### config.mk
export PLATFORM = sky130hd
export DESIGN_NAME = char_lcd_write_sequencer_flat
export DESIGN_NICKNAME = d
export VERILOG_FILES = /design/src/hdl/lcdws_pkg.sv /design/src/hdl/lcdws_if.sv /design/src/hdl/lcdws_front.sv /design/src/hdl/lcdws_queue.sv /design/src/hdl/lcdws_back.sv /design/src/hdl/char_lcd_write_sequencer.sv /design/src/flat_wrapper.sv
export VERILOG_INCLUDE_DIRS = /design/src /design/src/hdl
export SDC_FILE = /design/constraint.sdc
export NUM_CORES = 1
export LEC_CHECK = 0
export ABC_AREA = 1
export BUFFER_PORTS_ARGS = -buffer_cell sky130_fd_sc_hd__buf_2
export CAP_MARGIN = 20
export CORE_UTILIZATION = 40
export DETAILED_ROUTE_END_ITERATION = 6
export HOLD_SLACK_MARGIN = 0.05
export SYNTH_ARGS = -nofsm -noshare
export SYNTH_HDL_FRONTEND = slang
export SYNTH_SLANG_ARGS = --single-unit
### constraint.sdc
create_clock -name clk -period 2.5 [get_ports clk]
set_input_delay 0.25 -clock clk [delete_from_list [all_inputs] [get_ports clk]]
set_output_delay 0.25 -clock clk [all_outputs]
set_load 0.03 [all_outputs]
### src/hdl/char_lcd_write_sequencer_macros.svh
// Assertion helpers for the sequencer back end.
`ifndef CHAR_LCD_WRITE_SEQUENCER_MACROS_SVH
`define CHAR_LCD_WRITE_SEQUENCER_MACROS_SVH

// Same-cycle implication, reset-qualified.
`define LCDWS_ASSERT_NOW(label, clk, rst_n, ante, cons) \
    label: assert property (@(posedge clk) disable iff (!rst_n) (ante) |-> (cons)) \
        else $error("lcdws assertion failed");

// Next-cycle implication, reset-qualified.
`define LCDWS_ASSERT_NEXT(label, clk, rst_n, ante, cons) \
    label: assert property (@(posedge clk) disable iff (!rst_n) (ante) |=> (cons)) \
        else $error("lcdws assertion failed");

`endif

### src/hdl/lcdws_pkg.sv
package lcdws_pkg;

    localparam int LCDWS_LEN_W   = 16;
    localparam int LCDWS_ADDR_W  = 4;
    localparam int LCDWS_QDEPTH  = 2;   // power of two
    localparam int LCDWS_QPTR_W  = $clog2(LCDWS_QDEPTH);
    localparam int LCDWS_QCNT_W  = $clog2(LCDWS_QDEPTH + 1);

    localparam logic [2:0] LCDWS_LAST8 = 3'd3;
    localparam logic [2:0] LCDWS_LAST4 = 3'd6;
    localparam logic [2:0] LCDWS_HI_PH = 3'd2;
    localparam logic [2:0] LCDWS_LO_PH = 3'd5;

    localparam logic [7:0] LCDWS_MASK_ALL = 8'hFF;
    localparam logic [7:0] LCDWS_MASK_HI  = 8'hF0;
    localparam logic [7:0] LCDWS_MASK_LO  = 8'h0F;
    localparam logic [7:0] LCDWS_SET_DDRAM = 8'h80;

    localparam logic [15:0] LCDWS_LEN_RST = 16'd1000;

    typedef enum logic [1:0] {
        MODE_CMD  = 2'd0,
        MODE_CHAR = 2'd1,
        MODE_MOVE = 2'd2,
        MODE_NONE = 2'd3
    } lcdws_mode_t;

    typedef enum logic [1:0] {
        REG_FOUR_BIT  = 2'd0,
        REG_UPPER     = 2'd1,
        REG_PHASE_LEN = 2'd2,
        REG_SPARE     = 2'd3
    } lcdws_reg_t;

    typedef enum logic {
        ST_IDLE = 1'b0,
        ST_RUN  = 1'b1
    } lcdws_state_t;

    typedef struct packed {
        logic [7:0] byte_val;
        logic       rs;
    } lcdws_req_t;

    typedef struct packed {
        logic                   four_bit_bus;
        logic                   upper_pins;
        logic [LCDWS_LEN_W-1:0] phase_len;
    } lcdws_cfg_t;

    function automatic logic [6:0] row_offset(input logic [1:0] row);
        logic [6:0] off;
        case (row)
            2'd0:    off = 7'h00;
            2'd1:    off = 7'h40;
            2'd2:    off = 7'h10;
            default: off = 7'h50;
        endcase
        return off;
    endfunction

endpackage

### src/hdl/lcdws_if.sv
interface lcdws_req_if;
    logic       valid;
    logic       ready;
    logic [1:0] mode;
    logic [7:0] byte_value;
    logic [1:0] row;
    logic [5:0] column;

    modport source (output valid, mode, byte_value, row, column, input ready);
    modport sink   (input valid, mode, byte_value, row, column, output ready);
endinterface

interface lcdws_pin_if;
    logic       valid;
    logic       ready;
    logic       reg_select;
    logic       read_write;
    logic       enable;
    logic [7:0] data_pins;
    logic [7:0] drive_mask;
    logic       last_phase;

    modport source (output valid, reg_select, read_write, enable, data_pins,
                    drive_mask, last_phase, input ready);
    modport sink   (input valid, reg_select, read_write, enable, data_pins,
                    drive_mask, last_phase, output ready);
endinterface

### src/hdl/lcdws_front.sv
module lcdws_front (
    lcdws_req_if.sink         req,
    input  logic              q_full,
    output logic              push,
    output lcdws_pkg::lcdws_req_t push_data
);
    import lcdws_pkg::*;

    lcdws_mode_t mode;
    logic [6:0]  ddram_addr;

    assign mode       = lcdws_mode_t'(req.mode);
    assign ddram_addr = row_offset(req.row) + {1'b0, req.column};

    // Unused mode is taken and dropped.
    assign req.ready = !q_full;
    assign push      = req.valid && !q_full && (mode != MODE_NONE);

    always_comb
    begin
        unique case (mode)
            MODE_CMD:
            begin
                push_data.byte_val = req.byte_value;
                push_data.rs       = 1'b0;
            end
            MODE_CHAR:
            begin
                push_data.byte_val = req.byte_value;
                push_data.rs       = 1'b1;
            end
            MODE_MOVE:
            begin
                push_data.byte_val = LCDWS_SET_DDRAM | {1'b0, ddram_addr};
                push_data.rs       = 1'b0;
            end
            default:
            begin
                push_data.byte_val = req.byte_value;
                push_data.rs       = 1'b0;
            end
        endcase
    end
endmodule

### src/hdl/lcdws_queue.sv
module lcdws_queue (
    input  logic                  clk,
    input  logic                  rst_n,
    input  logic                  push,
    input  lcdws_pkg::lcdws_req_t push_data,
    output logic                  full,
    output logic                  q_valid,
    output lcdws_pkg::lcdws_req_t q_data,
    input  logic                  pop
);
    import lcdws_pkg::*;

    lcdws_req_t              mem_reg [LCDWS_QDEPTH];
    logic [LCDWS_QPTR_W-1:0] wr_ptr_reg, wr_ptr_next;
    logic [LCDWS_QPTR_W-1:0] rd_ptr_reg, rd_ptr_next;
    logic [LCDWS_QCNT_W-1:0] count_reg, count_next;

    assign full    = (count_reg == LCDWS_QCNT_W'(LCDWS_QDEPTH));
    assign q_valid = (count_reg != '0);
    assign q_data  = mem_reg[rd_ptr_reg];

    always_comb
    begin
        wr_ptr_next = push ? wr_ptr_reg + 1'b1 : wr_ptr_reg;
        rd_ptr_next = pop  ? rd_ptr_reg + 1'b1 : rd_ptr_reg;
        count_next  = count_reg;
        if (push && !pop)
            count_next = count_reg + 1'b1;
        else if (pop && !push)
            count_next = count_reg - 1'b1;
    end

    always_ff @(posedge clk or negedge rst_n)
    begin
        if (!rst_n)
        begin
            wr_ptr_reg <= '0;
            rd_ptr_reg <= '0;
            count_reg  <= '0;
        end
        else
        begin
            wr_ptr_reg <= wr_ptr_next;
            rd_ptr_reg <= rd_ptr_next;
            count_reg  <= count_next;
        end
    end

    always_ff @(posedge clk)
    begin
        if (push)
            mem_reg[wr_ptr_reg] <= push_data;
    end
endmodule

### src/hdl/lcdws_back.sv
module lcdws_back (
    input  logic                  clk,
    input  logic                  rst_n,
    input  lcdws_pkg::lcdws_cfg_t cfg,
    input  logic                  q_valid,
    input  lcdws_pkg::lcdws_req_t q_data,
    output logic                  pop,
    lcdws_pin_if.source           pin
);
    import lcdws_pkg::*;
    `include "char_lcd_write_sequencer_macros.svh"

    lcdws_state_t           state_reg, state_next;
    lcdws_req_t             cur_reg, cur_next;
    logic [2:0]             phase_reg, phase_next;
    logic [LCDWS_LEN_W-1:0] timer_reg, timer_next;
    logic [7:0]             held_reg, held_next;

    logic       out_valid_reg, out_valid_next;
    logic       out_rs_reg;
    logic       out_en_reg;
    logic [7:0] out_data_reg;
    logic [7:0] out_mask_reg;
    logic       out_last_reg;

    logic       issue;
    logic       last;
    logic       en;
    logic [7:0] mask;
    logic [3:0] nib;
    logic [7:0] held_upd;

    // next state
    always_comb
    begin
        state_next = state_reg;
        unique case (state_reg)
            ST_IDLE:
                if (q_valid)
                    state_next = ST_RUN;
            ST_RUN:
                if (issue && last && !q_valid)
                    state_next = ST_IDLE;
            default:
                state_next = ST_IDLE;
        endcase
    end

    // outputs of the sequencer
    always_comb
    begin
        issue = (state_reg == ST_RUN) && (timer_reg == '0)
                && (!out_valid_reg || pin.ready);
        last  = cfg.four_bit_bus ? (phase_reg == LCDWS_LAST4)
                                 : (phase_reg == LCDWS_LAST8);
        pop   = q_valid && ((state_reg == ST_IDLE) || (issue && last));

        if (cfg.four_bit_bus)
            en = (phase_reg == 3'd1) || (phase_reg == 3'd2)
                 || (phase_reg == 3'd4) || (phase_reg == 3'd5);
        else
            en = (phase_reg == 3'd1) || (phase_reg == 3'd2);

        if (!cfg.four_bit_bus)
            mask = LCDWS_MASK_ALL;
        else
            mask = cfg.upper_pins ? LCDWS_MASK_HI : LCDWS_MASK_LO;

        nib      = (phase_reg == LCDWS_HI_PH) ? cur_reg.byte_val[7:4]
                                              : cur_reg.byte_val[3:0];
        held_upd = held_reg;
        if (!cfg.four_bit_bus)
        begin
            if (phase_reg == LCDWS_HI_PH)
                held_upd = cur_reg.byte_val;
        end
        else if ((phase_reg == LCDWS_HI_PH) || (phase_reg == LCDWS_LO_PH))
        begin
            held_upd = cfg.upper_pins ? {nib, held_reg[3:0]} : {held_reg[7:4], nib};
        end
    end

    always_comb
    begin
        cur_next   = pop ? q_data : cur_reg;
        phase_next = phase_reg;
        if (pop)
            phase_next = '0;
        else if (issue)
            phase_next = phase_reg + 1'b1;

        timer_next = timer_reg;
        if (issue)
            timer_next = (cfg.phase_len == '0) ? '0 : cfg.phase_len - 1'b1;
        else if (timer_reg != '0)
            timer_next = timer_reg - 1'b1;

        held_next      = issue ? held_upd : held_reg;
        out_valid_next = issue || (out_valid_reg && !pin.ready);
    end

    always_ff @(posedge clk or negedge rst_n)
    begin
        if (!rst_n)
        begin
            state_reg     <= ST_IDLE;
            phase_reg     <= '0;
            timer_reg     <= '0;
            held_reg      <= '0;
            out_valid_reg <= 1'b0;
        end
        else
        begin
            state_reg     <= state_next;
            phase_reg     <= phase_next;
            timer_reg     <= timer_next;
            held_reg      <= held_next;
            out_valid_reg <= out_valid_next;
        end
    end

    always_ff @(posedge clk)
    begin
        cur_reg <= cur_next;
        if (issue)
        begin
            out_rs_reg   <= cur_reg.rs;
            out_en_reg   <= en;
            out_data_reg <= held_upd;
            out_mask_reg <= mask;
            out_last_reg <= last;
        end
    end

    assign pin.valid      = out_valid_reg;
    assign pin.reg_select = out_rs_reg;
    assign pin.read_write = 1'b0;
    assign pin.enable     = out_en_reg;
    assign pin.data_pins  = out_data_reg;
    assign pin.drive_mask = out_mask_reg;
    assign pin.last_phase = out_last_reg;

    `LCDWS_ASSERT_NOW(a_phase_range, clk, rst_n, state_reg == ST_RUN,
        cfg.four_bit_bus ? (phase_reg <= LCDWS_LAST4) : (phase_reg <= LCDWS_LAST8))
    `LCDWS_ASSERT_NEXT(a_mid_stays_run, clk, rst_n, issue && !last,
        state_reg == ST_RUN)
    `LCDWS_ASSERT_NEXT(a_phase_spacing, clk, rst_n, issue && (cfg.phase_len > 16'd1),
        !issue)
endmodule

### src/hdl/char_lcd_write_sequencer.sv
// HD44780 parallel write sequencer.
// req channel: one word per request (mode, byte_value, row, column). Mode 0 sends
//   a command byte, mode 1 a character byte, mode 2 a cursor move (0x80 | row
//   offset + column, 7-bit wrap). Mode 3 is taken and dropped.
// pin channel: one word per pin phase (RS, RW, E, data, drive mask, last flag).
//   An 8-bit transfer gives 4 words, a 4-bit transfer 7 words, high nibble first.
// APB port: four_bit_bus at 0x0, upper_pins at 0x4, phase_len at 0x8; write only
//   while no request is in flight.
// Path: request queue, back-end current register, then the output register.
// Pacing: phase words are paced by the phase timer in the back end, reloaded
//   from phase_len on each word; a request takes 4 or 7 phase words.
//   The front takes one request a cycle while the 2-deep request queue has room,
//   so the next request is already waiting when the current one ends.
// Reset: registers return to 4-bit, upper pins, phase_len 1000; held data pins
//   clear to zero; queue and output register are emptied.
// Stall: a phase word waits in the output register; the back end stops, the
//   queue fills, then req.ready drops.
module char_lcd_write_sequencer (
    input  logic                                clk,
    input  logic                                rst_n,
    lcdws_req_if.sink                           req,
    lcdws_pin_if.source                         pin,
    input  logic                                psel,
    input  logic                                penable,
    input  logic                                pwrite,
    input  logic [lcdws_pkg::LCDWS_ADDR_W-1:0]  paddr,
    input  logic [31:0]                         pwdata,
    output logic [31:0]                         prdata,
    output logic                                pready
);
    import lcdws_pkg::*;

    // configuration registers
    logic                   four_bit_reg, four_bit_next;
    logic                   upper_reg, upper_next;
    logic [LCDWS_LEN_W-1:0] len_reg, len_next;
    logic                   wr_en;
    lcdws_reg_t             reg_idx;
    lcdws_cfg_t             cfg;

    // front to queue to back
    logic       push;
    lcdws_req_t push_data;
    logic       q_full;
    logic       q_valid;
    lcdws_req_t q_data;
    logic       pop;

    assign pready  = 1'b1;
    assign wr_en   = psel && penable && pwrite;
    assign reg_idx = lcdws_reg_t'(paddr[3:2]);

    always_comb
    begin
        four_bit_next = four_bit_reg;
        upper_next    = upper_reg;
        len_next      = len_reg;
        if (wr_en)
        begin
            unique case (reg_idx)
                REG_FOUR_BIT:  four_bit_next = pwdata[0];
                REG_UPPER:     upper_next    = pwdata[0];
                REG_PHASE_LEN: len_next      = pwdata[LCDWS_LEN_W-1:0];
                default:       ;
            endcase
        end
    end

    always_comb
    begin
        unique case (reg_idx)
            REG_FOUR_BIT:  prdata = {31'd0, four_bit_reg};
            REG_UPPER:     prdata = {31'd0, upper_reg};
            REG_PHASE_LEN: prdata = {{(32-LCDWS_LEN_W){1'b0}}, len_reg};
            default:       prdata = '0;
        endcase
    end

    always_ff @(posedge clk or negedge rst_n)
    begin
        if (!rst_n)
        begin
            four_bit_reg <= 1'b1;
            upper_reg    <= 1'b1;
            len_reg      <= LCDWS_LEN_RST;
        end
        else
        begin
            four_bit_reg <= four_bit_next;
            upper_reg    <= upper_next;
            len_reg      <= len_next;
        end
    end

    assign cfg.four_bit_bus = four_bit_reg;
    assign cfg.upper_pins   = upper_reg;
    assign cfg.phase_len    = len_reg;

    // classify and build the byte to send
    lcdws_front u_front (
        .req       (req),
        .q_full    (q_full),
        .push      (push),
        .push_data (push_data)
    );

    lcdws_queue u_queue (
        .clk       (clk),
        .rst_n     (rst_n),
        .push      (push),
        .push_data (push_data),
        .full      (q_full),
        .q_valid   (q_valid),
        .q_data    (q_data),
        .pop       (pop)
    );

    // phase sequencer, timer and held data pins
    lcdws_back u_back (
        .clk     (clk),
        .rst_n   (rst_n),
        .cfg     (cfg),
        .q_valid (q_valid),
        .q_data  (q_data),
        .pop     (pop),
        .pin     (pin)
    );
endmodule
### src/flat_wrapper.sv
// flat-port wrapper written by rule: the top's interface ports become plain ports
module char_lcd_write_sequencer_flat import lcdws_pkg::*;
  (clk, rst_n, psel, penable, pwrite, paddr, pwdata, prdata, pready, req_valid, req_mode, req_byte_value, req_row, req_column, req_ready, pin_valid, pin_reg_select, pin_read_write, pin_enable, pin_data_pins, pin_drive_mask, pin_last_phase, pin_ready);
  lcdws_req_if req_i ();
  lcdws_pin_if pin_i ();
  input  logic clk;
  input  logic rst_n;
  input  logic psel;
  input  logic penable;
  input  logic pwrite;
  input  logic [lcdws_pkg::LCDWS_ADDR_W-1:0] paddr;
  input  logic [31:0] pwdata;
  output logic [31:0] prdata;
  output logic pready;
  input wire logic [$bits(req_i.valid)-1:0] req_valid;
  input wire logic [$bits(req_i.mode)-1:0] req_mode;
  input wire logic [$bits(req_i.byte_value)-1:0] req_byte_value;
  input wire logic [$bits(req_i.row)-1:0] req_row;
  input wire logic [$bits(req_i.column)-1:0] req_column;
  output wire logic [$bits(req_i.ready)-1:0] req_ready;
  output wire logic [$bits(pin_i.valid)-1:0] pin_valid;
  output wire logic [$bits(pin_i.reg_select)-1:0] pin_reg_select;
  output wire logic [$bits(pin_i.read_write)-1:0] pin_read_write;
  output wire logic [$bits(pin_i.enable)-1:0] pin_enable;
  output wire logic [$bits(pin_i.data_pins)-1:0] pin_data_pins;
  output wire logic [$bits(pin_i.drive_mask)-1:0] pin_drive_mask;
  output wire logic [$bits(pin_i.last_phase)-1:0] pin_last_phase;
  input wire logic [$bits(pin_i.ready)-1:0] pin_ready;
  assign req_i.valid = req_valid;
  assign req_i.mode = req_mode;
  assign req_i.byte_value = req_byte_value;
  assign req_i.row = req_row;
  assign req_i.column = req_column;
  assign req_ready = req_i.ready;
  assign pin_valid = pin_i.valid;
  assign pin_reg_select = pin_i.reg_select;
  assign pin_read_write = pin_i.read_write;
  assign pin_enable = pin_i.enable;
  assign pin_data_pins = pin_i.data_pins;
  assign pin_drive_mask = pin_i.drive_mask;
  assign pin_last_phase = pin_i.last_phase;
  assign pin_i.ready = pin_ready;
  char_lcd_write_sequencer u_core (.clk(clk), .rst_n(rst_n), .req(req_i), .pin(pin_i), .psel(psel), .penable(penable), .pwrite(pwrite), .paddr(paddr), .pwdata(pwdata), .prdata(prdata), .pready(pready));
endmodule
==> results of run 1 <==
-- through the flow --
stage          hold slack, ns  instances
2_1_floorplan         -0.0456        680
3_3_place_gp           0.0926        901
3_5_place_dp           0.0951        901
4_1_cts                0.0962        918
5_1_grt                 0.114        918
6_report                0.104        918
-- critical path, stage by stage, from the launching register on --
cell and delay [ns]:
dfrtp_1 0.39, inv_2 0.10, ha_2 0.21, nand2_2 0.07
nor2_4 0.12, nand2_2 0.10, nor2_4 0.12, nand3_1 0.11
nand2_2 0.11, nand2_2 0.08, ha_1 0.32, a21oi_1 0.11
o21ai_0 0.11, xor2_1 0.15
-- cell type report --
| class | instances | area (sq um) |
|---|---|---|
| fill | 1254 | 6660 |
| inverter | 69 | 259 |
| clock inverter | 7 | 71.3 |
| multi-input combinational | 482 | 2290 |
| sequential | 91 | 2490 |
| tap | 172 | 215 |
| timing repair buffer | 88 | 465 |
| clock buffer | 9 | 225 |
-- placed cells by master (no fill, tap or decap), drive strengths merged --
| cell | netlist | final |
|---|---|---|
| inv | 66 | 72 |
| nand2 | 197 | 197 |
| xnor2 | 2 | 2 |
| o21ai | 53 | 53 |
| ha | 14 | 14 |
| clkinv | 3 | 4 |
| dlygate4sd3 | 0 | 1 |
| nand4 | 3 | 3 |
| clkbuf | 5 | 9 |
| or2 | 2 | 2 |
| nand3 | 47 | 47 |
| dfrtp | 43 | 43 |
| and2 | 1 | 1 |
| o31ai | 1 | 1 |
| o211ai | 1 | 1 |
| a21oi | 16 | 16 |
| o21a | 2 | 2 |
| conb | 2 | 18 |
| dfstp | 8 | 8 |
| nor3 | 4 | 4 |
| buf | 33 | 87 |
| xor2 | 12 | 12 |
| edfxtp | 40 | 40 |
| nand3b | 1 | 1 |
| o22ai | 4 | 4 |
| nor2 | 104 | 104 |
-- worst min path at each step --
stage / from / cells after the start / slack [ns] / to
after floorplan: rst_n / 0 / -0.05 / u_core.len_reg[0]
after global placement: rst_n / 1 / 0.09 / u_core.len_reg[13]
after detailed placement: rst_n / 1 / 0.1 / u_core.len_reg[13]
after CTS: pwdata[11] / 3 / 0.1 / u_core.len_reg[11]
after global routing: pwdata[6] / 3 / 0.11 / u_core.len_reg[6]
final: pwdata[11] / 3 / 0.10 / u_core.len_reg[11]
-- per-layer routing --
| layer | track usage (%) | vias to the layer above | share of wire (%) |
|---|---|---|---|
| met5 | 0 | - | 0 |
| met4 | 6.92 | 0 | 1.6 |
| met3 | 2.13 | 13 | 5.4 |
| met2 | 26.4 | 134 | 43 |
| met1 | 24.9 | 1874 | 50 |
| li1 | - | 2232 | - |
-- where the power goes --
part / internal (mW) / switching [mW] / leakage (nW)
logic: 0.404 / 0.750 / 1.77
clock network: 0.711 / 0.652 / 0.148
registers: 1.85 / 0.233 / 0.974
total: 2.96 / 1.64 / 2.89
-- cell families (layout without fill, tap and decap cells) --
logic type / count (synthesis) / after routing
compound gates: 77 / 77
other cells: 2 / 18
buf+inv: 107 / 173
flops: 91 / 91
fa+ha+maj: 14 / 14
simple gates: 359 / 359
xor+xnor: 14 / 14
-- timing repair --
item,CTS,global route
gates resized for setup,0,3
hold endpoints to repair,23,0
hold buffers,1,0
setup endpoints to repair,0,1
==> impl_metrics.tcl, run 1 <==
set metrics [dict create \
    status "completed" \
    coreArea_sq_mm 0.0127 \
    tns_ns 0 \
    grt_first_pass_wirelength_um 18100 \
    yosys.area.top_type "edfxtp_1" \
    final.period_utilization_pct 89.5 \
    first_pass_iters 5 \
    rrSetupSlack_ns 0.26 \
    slew_headroom_pct 66.3 \
    clkSinkCount 91 \
    synth_top_family_by_area "simple AND/OR/NAND/NOR gates" \
    start_util_pct 41.3 \
    seq_area_frac_synth_pct 47.5 \
    timing.rr.end "u_core.u_queue.count_reg[1]" \
    rsz0062_at_grt "no" \
    fin_worst_skew_ns 0.00723 \
    grt.overflow.total 0 \
    finalWirelength_um 11000 \
    synthArstFlopShare_pct 56.0 \
    cts_made_buffers 9 \
    startpoint_type "flop" \
    worstSetupStartpoint "u_core.u_back.timer_reg[0]" \
    synth.most_common_cell "nand2_1" \
    endpoint_kind "flop" \
    fmax_mhz 447 \
    num_rows 41 \
    clock_latency_ns 0.35 \
    syn_inst 664 \
    reg2reg_depth 13 \
    total_power_mw 4.60 \
    viasPerCell 4.63 \
    die_width_um 116 \
    slew_violations 0 \
    muxShareOfSynthArea_pct 0 \
    grt_max_degree 33 \
    synth-compound-area-share_pct 7.65 \
    drc 0 \
    ant_nets 0 \
    syn_to_final_growth_pct 14.8 \
    worstMarginPinSlew_ns 0.505 \
    ios 116 \
    power_density_mw_per_mm2 765 \
    synthAdderAreaFrac_pct 3.35 \
    io_buffers 79 \
    track_usage_pct 17.3 \
    die_area_sq_mm 0.0135 \
    worst_ir_drop_vdd_uv 353 \
    antenna_found_initial 0 \
    ys_warn_count 0 \
    final_util_pct 47.4 \
    dp_slack_ns 0.173 \
    hold_path_class "in2reg" \
    drt_iter0_drc 173 \
    ys_top_cells_by_count "nand2_1 (191), nor2_1 (93), inv_1 (66)" \
    drv_cap 0 \
    num_antenna_cells 0 \
    placed_area_sq_mm 0.00570 \
    final_area_sq_mm 0.00601 \
    setup_viol 0 \
    cts_tree "built" \
    synth-main-ff-cell "dfrtp_1" \
    wl_per_cell_um 12.0 \
    drive_gt1_share_pct 18.0 \
    critical_path_class "reg2reg" \
    grt_pass1_vias 3834 \
    crit_arrival_ns 2.46 \
    synth-simple-area-share_pct 29.0 \
    fin_crit_ns 2.24 \
    cts_setup_buffers 0 \
    timing.rr.start "u_core.u_back.timer_reg[0]" \
    vias 4253 \
    largest_reg_flops 18 \
    timing.final.ws_setup_ns 0.261 \
    routabilityCongestion 0.850 \
    cts_buffer_depth 2 \
    final-hold-violation-count 0 \
    synth_area_sq_mm 0.00524 \
    layout.nets 816 \
    leakage_nw 2.89 \
    yosys-top-cells-area "edfxtp_1 (23%), dfrtp_1 (21%), nand2_1 (14%)" \
    die_y_um 116 \
    yosys.area_share.xor_xnor_pct 2.34 \
    cp.required_ns 2.73 \
    htreeDepth 3 \
    crit_fanout 5 \
    synth_top_area_share_pct 22.9 \
    endpoint "u_core.u_queue.count_reg[1]" \
    avgSynthCellArea_sq_um 7.88 \
    synth_edf_count 40 \
    synth-seq-cells 91 \
    cts.clk_slew.worst_paths_ns 0.07 \
    cts_root_buf "clkbuf_16" \
    hpwl_um 8220 \
    ys_types 32 \
]
Note: power is estimated with default switching activity, not from simulation.
==> inputs of run 2 (changes only) <==
--- a/config.mk
+++ b/config.mk
@@ -9,9 +9,14 @@
 export ABC_AREA = 1
 export BUFFER_PORTS_ARGS = -buffer_cell sky130_fd_sc_hd__buf_2
 export CAP_MARGIN = 20
+export CELL_PAD_IN_SITES_DETAIL_PLACEMENT = 0
+export CELL_PAD_IN_SITES_GLOBAL_PLACEMENT = 1
+export CORE_ASPECT_RATIO = 1.1
 export CORE_UTILIZATION = 40
 export DETAILED_ROUTE_END_ITERATION = 6
 export HOLD_SLACK_MARGIN = 0.05
+export PLACE_DENSITY_LB_ADDON = 0.1
+export SETUP_SLACK_MARGIN = 0.3
 export SYNTH_ARGS = -nofsm -noshare
 export SYNTH_HDL_FRONTEND = slang
 export SYNTH_SLANG_ARGS = --single-unit
==> impl_metrics.tcl, run 2 (synthesis gave the netlist of run 1 again) <==
set metrics [dict create \
    viasPerCell 4.66 \
    tns_ns 0 \
    status "finished, violations left" \
    largest_reg_flops 18 \
    ios 116 \
    num_antenna_cells 0 \
    drc 6 \
    crit_arrival_ns 2.28 \
    final_cells 909 \
    syn_to_final_growth_pct 16.3 \
    hpwl_um 8510 \
    final_area_sq_mm 0.00609 \
    grt_max_degree 33 \
    mostFrequentLayoutCells "nand2_1 (190), nor2_1 (93), buf_2 (79), inv_1 (64), o21ai_0 (53)" \
    cts_root_buf "clkbuf_16" \
    cts_buffer_depth 2 \
    track_usage_pct 17.7 \
    worstMarginPinSlew_ns 0.553 \
    top_usage_layer "met2" \
    grt.overflow.total 0 \
    grt_first_pass_wirelength_um 19100 \
    drt_iter0_drc 204 \
    routabilityCongestion 0.817 \
    io_buffers 79 \
    die_y_um 122 \
    endpoint "u_core.u_queue.count_reg[1]" \
    dp.cells 889 \
    grt_pass1_vias 3858 \
    dp_slack_ns 0.216 \
    placed_area_sq_mm 0.00570 \
    fin_worst_skew_ns 0.0131 \
    rsz0062_at_grt "no" \
    timing.final.ws_setup_ns 0.435 \
    cts.clk_slew.worst_paths_ns 0.07 \
    htreeDepth 3 \
    met2_usage_pct 26.8 \
    grt_use_met3_pct 2.84 \
    timing.rr.start "u_core.four_bit_reg" \
    setup_viol 0 \
    endpoint_kind "flop" \
    die_width_um 111 \
    hold_path_class "in2reg" \
    drv_cap 0 \
    wl_per_cell_um 12.5 \
    clock_latency_ns 0.35 \
    critical_path_class "reg2reg" \
    slew_headroom_pct 62.9 \
    worst_ir_drop_vdd_uv 314 \
    worstSetupStartpoint "u_core.four_bit_reg" \
    violations "DRC" \
    final_common_cell "nand2_1" \
    power_density_mw_per_mm2 762 \
    num_rows 43 \
    reg2reg_depth 9 \
    cp.required_ns 2.72 \
    cts_tree "built" \
    ant_nets 0 \
    coreArea_sq_mm 0.0127 \
    clkSinkCount 91 \
    fmax_mhz 484 \
    fin_crit_ns 2.06 \
    final-hold-violation-count 0 \
    drive_gt1_share_pct 19.1 \
    timing.rr.end "u_core.u_queue.count_reg[1]" \
    final.period_utilization_pct 82.6 \
    crit_fanout 5 \
    vias 4235 \
    grt_use_met1_pct 26.0 \
    cts_made_buffers 9 \
    antenna_found_initial 0 \
    layout.nets 822 \
    finalWirelength_um 11300 \
    rrSetupSlack_ns 0.44 \
    slew_violations 0 \
    startpoint_type "flop" \
    start_util_pct 41.2 \
    leakage_nw 2.94 \
    first_pass_iters 7 \
    die_area_sq_mm 0.0135 \
]
[run 2: cell count changes in the layout (fill, tap and decap cells not counted), sizes merged]
| cell | before | now |
|---|---|---|
| buf | 87 | 93 |
| inv | 72 | 70 |
| clkinvlp | 0 | 1 |
| clkinv | 4 | 5 |
[run 2: worst max-delay path: stages (launching register included)]
cell and delay (ns):
dfstp_2 0.60, a21oi_1 0.05, nor3_1 0.35, nand3_1 0.14
nand2_2 0.12, nand2_4 0.07, ha_4 0.24, a21oi_1 0.10
o21ai_0 0.11, xor2_1 0.16
[run 2: worst min path at each step]
stage | start | endpoint | slack [ns] | cells after the start
global placement | rst_n | u_core.u_back.timer_reg[11] | 0.20 | 1
global route | pwdata[4] | u_core.len_reg[4] | 0.12 | 3
floorplan | rst_n | u_core.len_reg[0] | -0.05 | 0
finish | pwdata[15] | u_core.len_reg[15] | 0.11 | 3
detailed placement | rst_n | u_core.u_back.timer_reg[11] | 0.20 | 1
CTS | pwdata[10] | u_core.len_reg[10] | 0.11 | 3
[run 2: timing repair]
item,CTS,global route
hold buffers,1,0
setup endpoints to repair,1,1
endpoints found under the hold margin,13,0
buffers inserted,1,2
pin swaps,1,3
resized for setup,3,10
[run 2: layout make-up]
type | instances | area [sq um]
clock buffer | 9 | 225
clock inverter | 7 | 70.1
fill | 1291 | 6610
inverter | 69 | 259
multi-input combinational | 482 | 2340
sequential | 91 | 2490
tap | 157 | 196
timing repair buffer | 94 | 510
[run 2: where the power goes]
group / internal, mW / total, mW / leakage (nW) / switching [mW]
logic: 0.436 / 1.21 / 1.82 / 0.773
clock network: 0.702 / 1.34 / 0.142 / 0.634
registers: 1.85 / 2.09 / 0.972 / 0.240
[run 2: per-layer routing]
layer / up-vias / routed length (um)
li1: 2238 / -
met1: 1862 / 5900
met2: 127 / 4850
met3: 8 / 490
met4: 0 / 90
met5: - / 0
[run 2: metrics by stage]
| step | power [mW] | hold slack [ns] | util [%] |
|---|---|---|---|
| 3_5_place_dp | 3.27 | 0.200 | 44.9 |
| 3_3_place_gp | 3.25 | 0.205 | 44.9 |
| 6_report | 4.64 | 0.114 | 47.9 |
| 2_1_floorplan | 2.94 | -0.0456 | - |
| 4_1_cts | 4.63 | 0.107 | 47.5 |
| 5_1_grt | 4.97 | 0.115 | 47.9 |
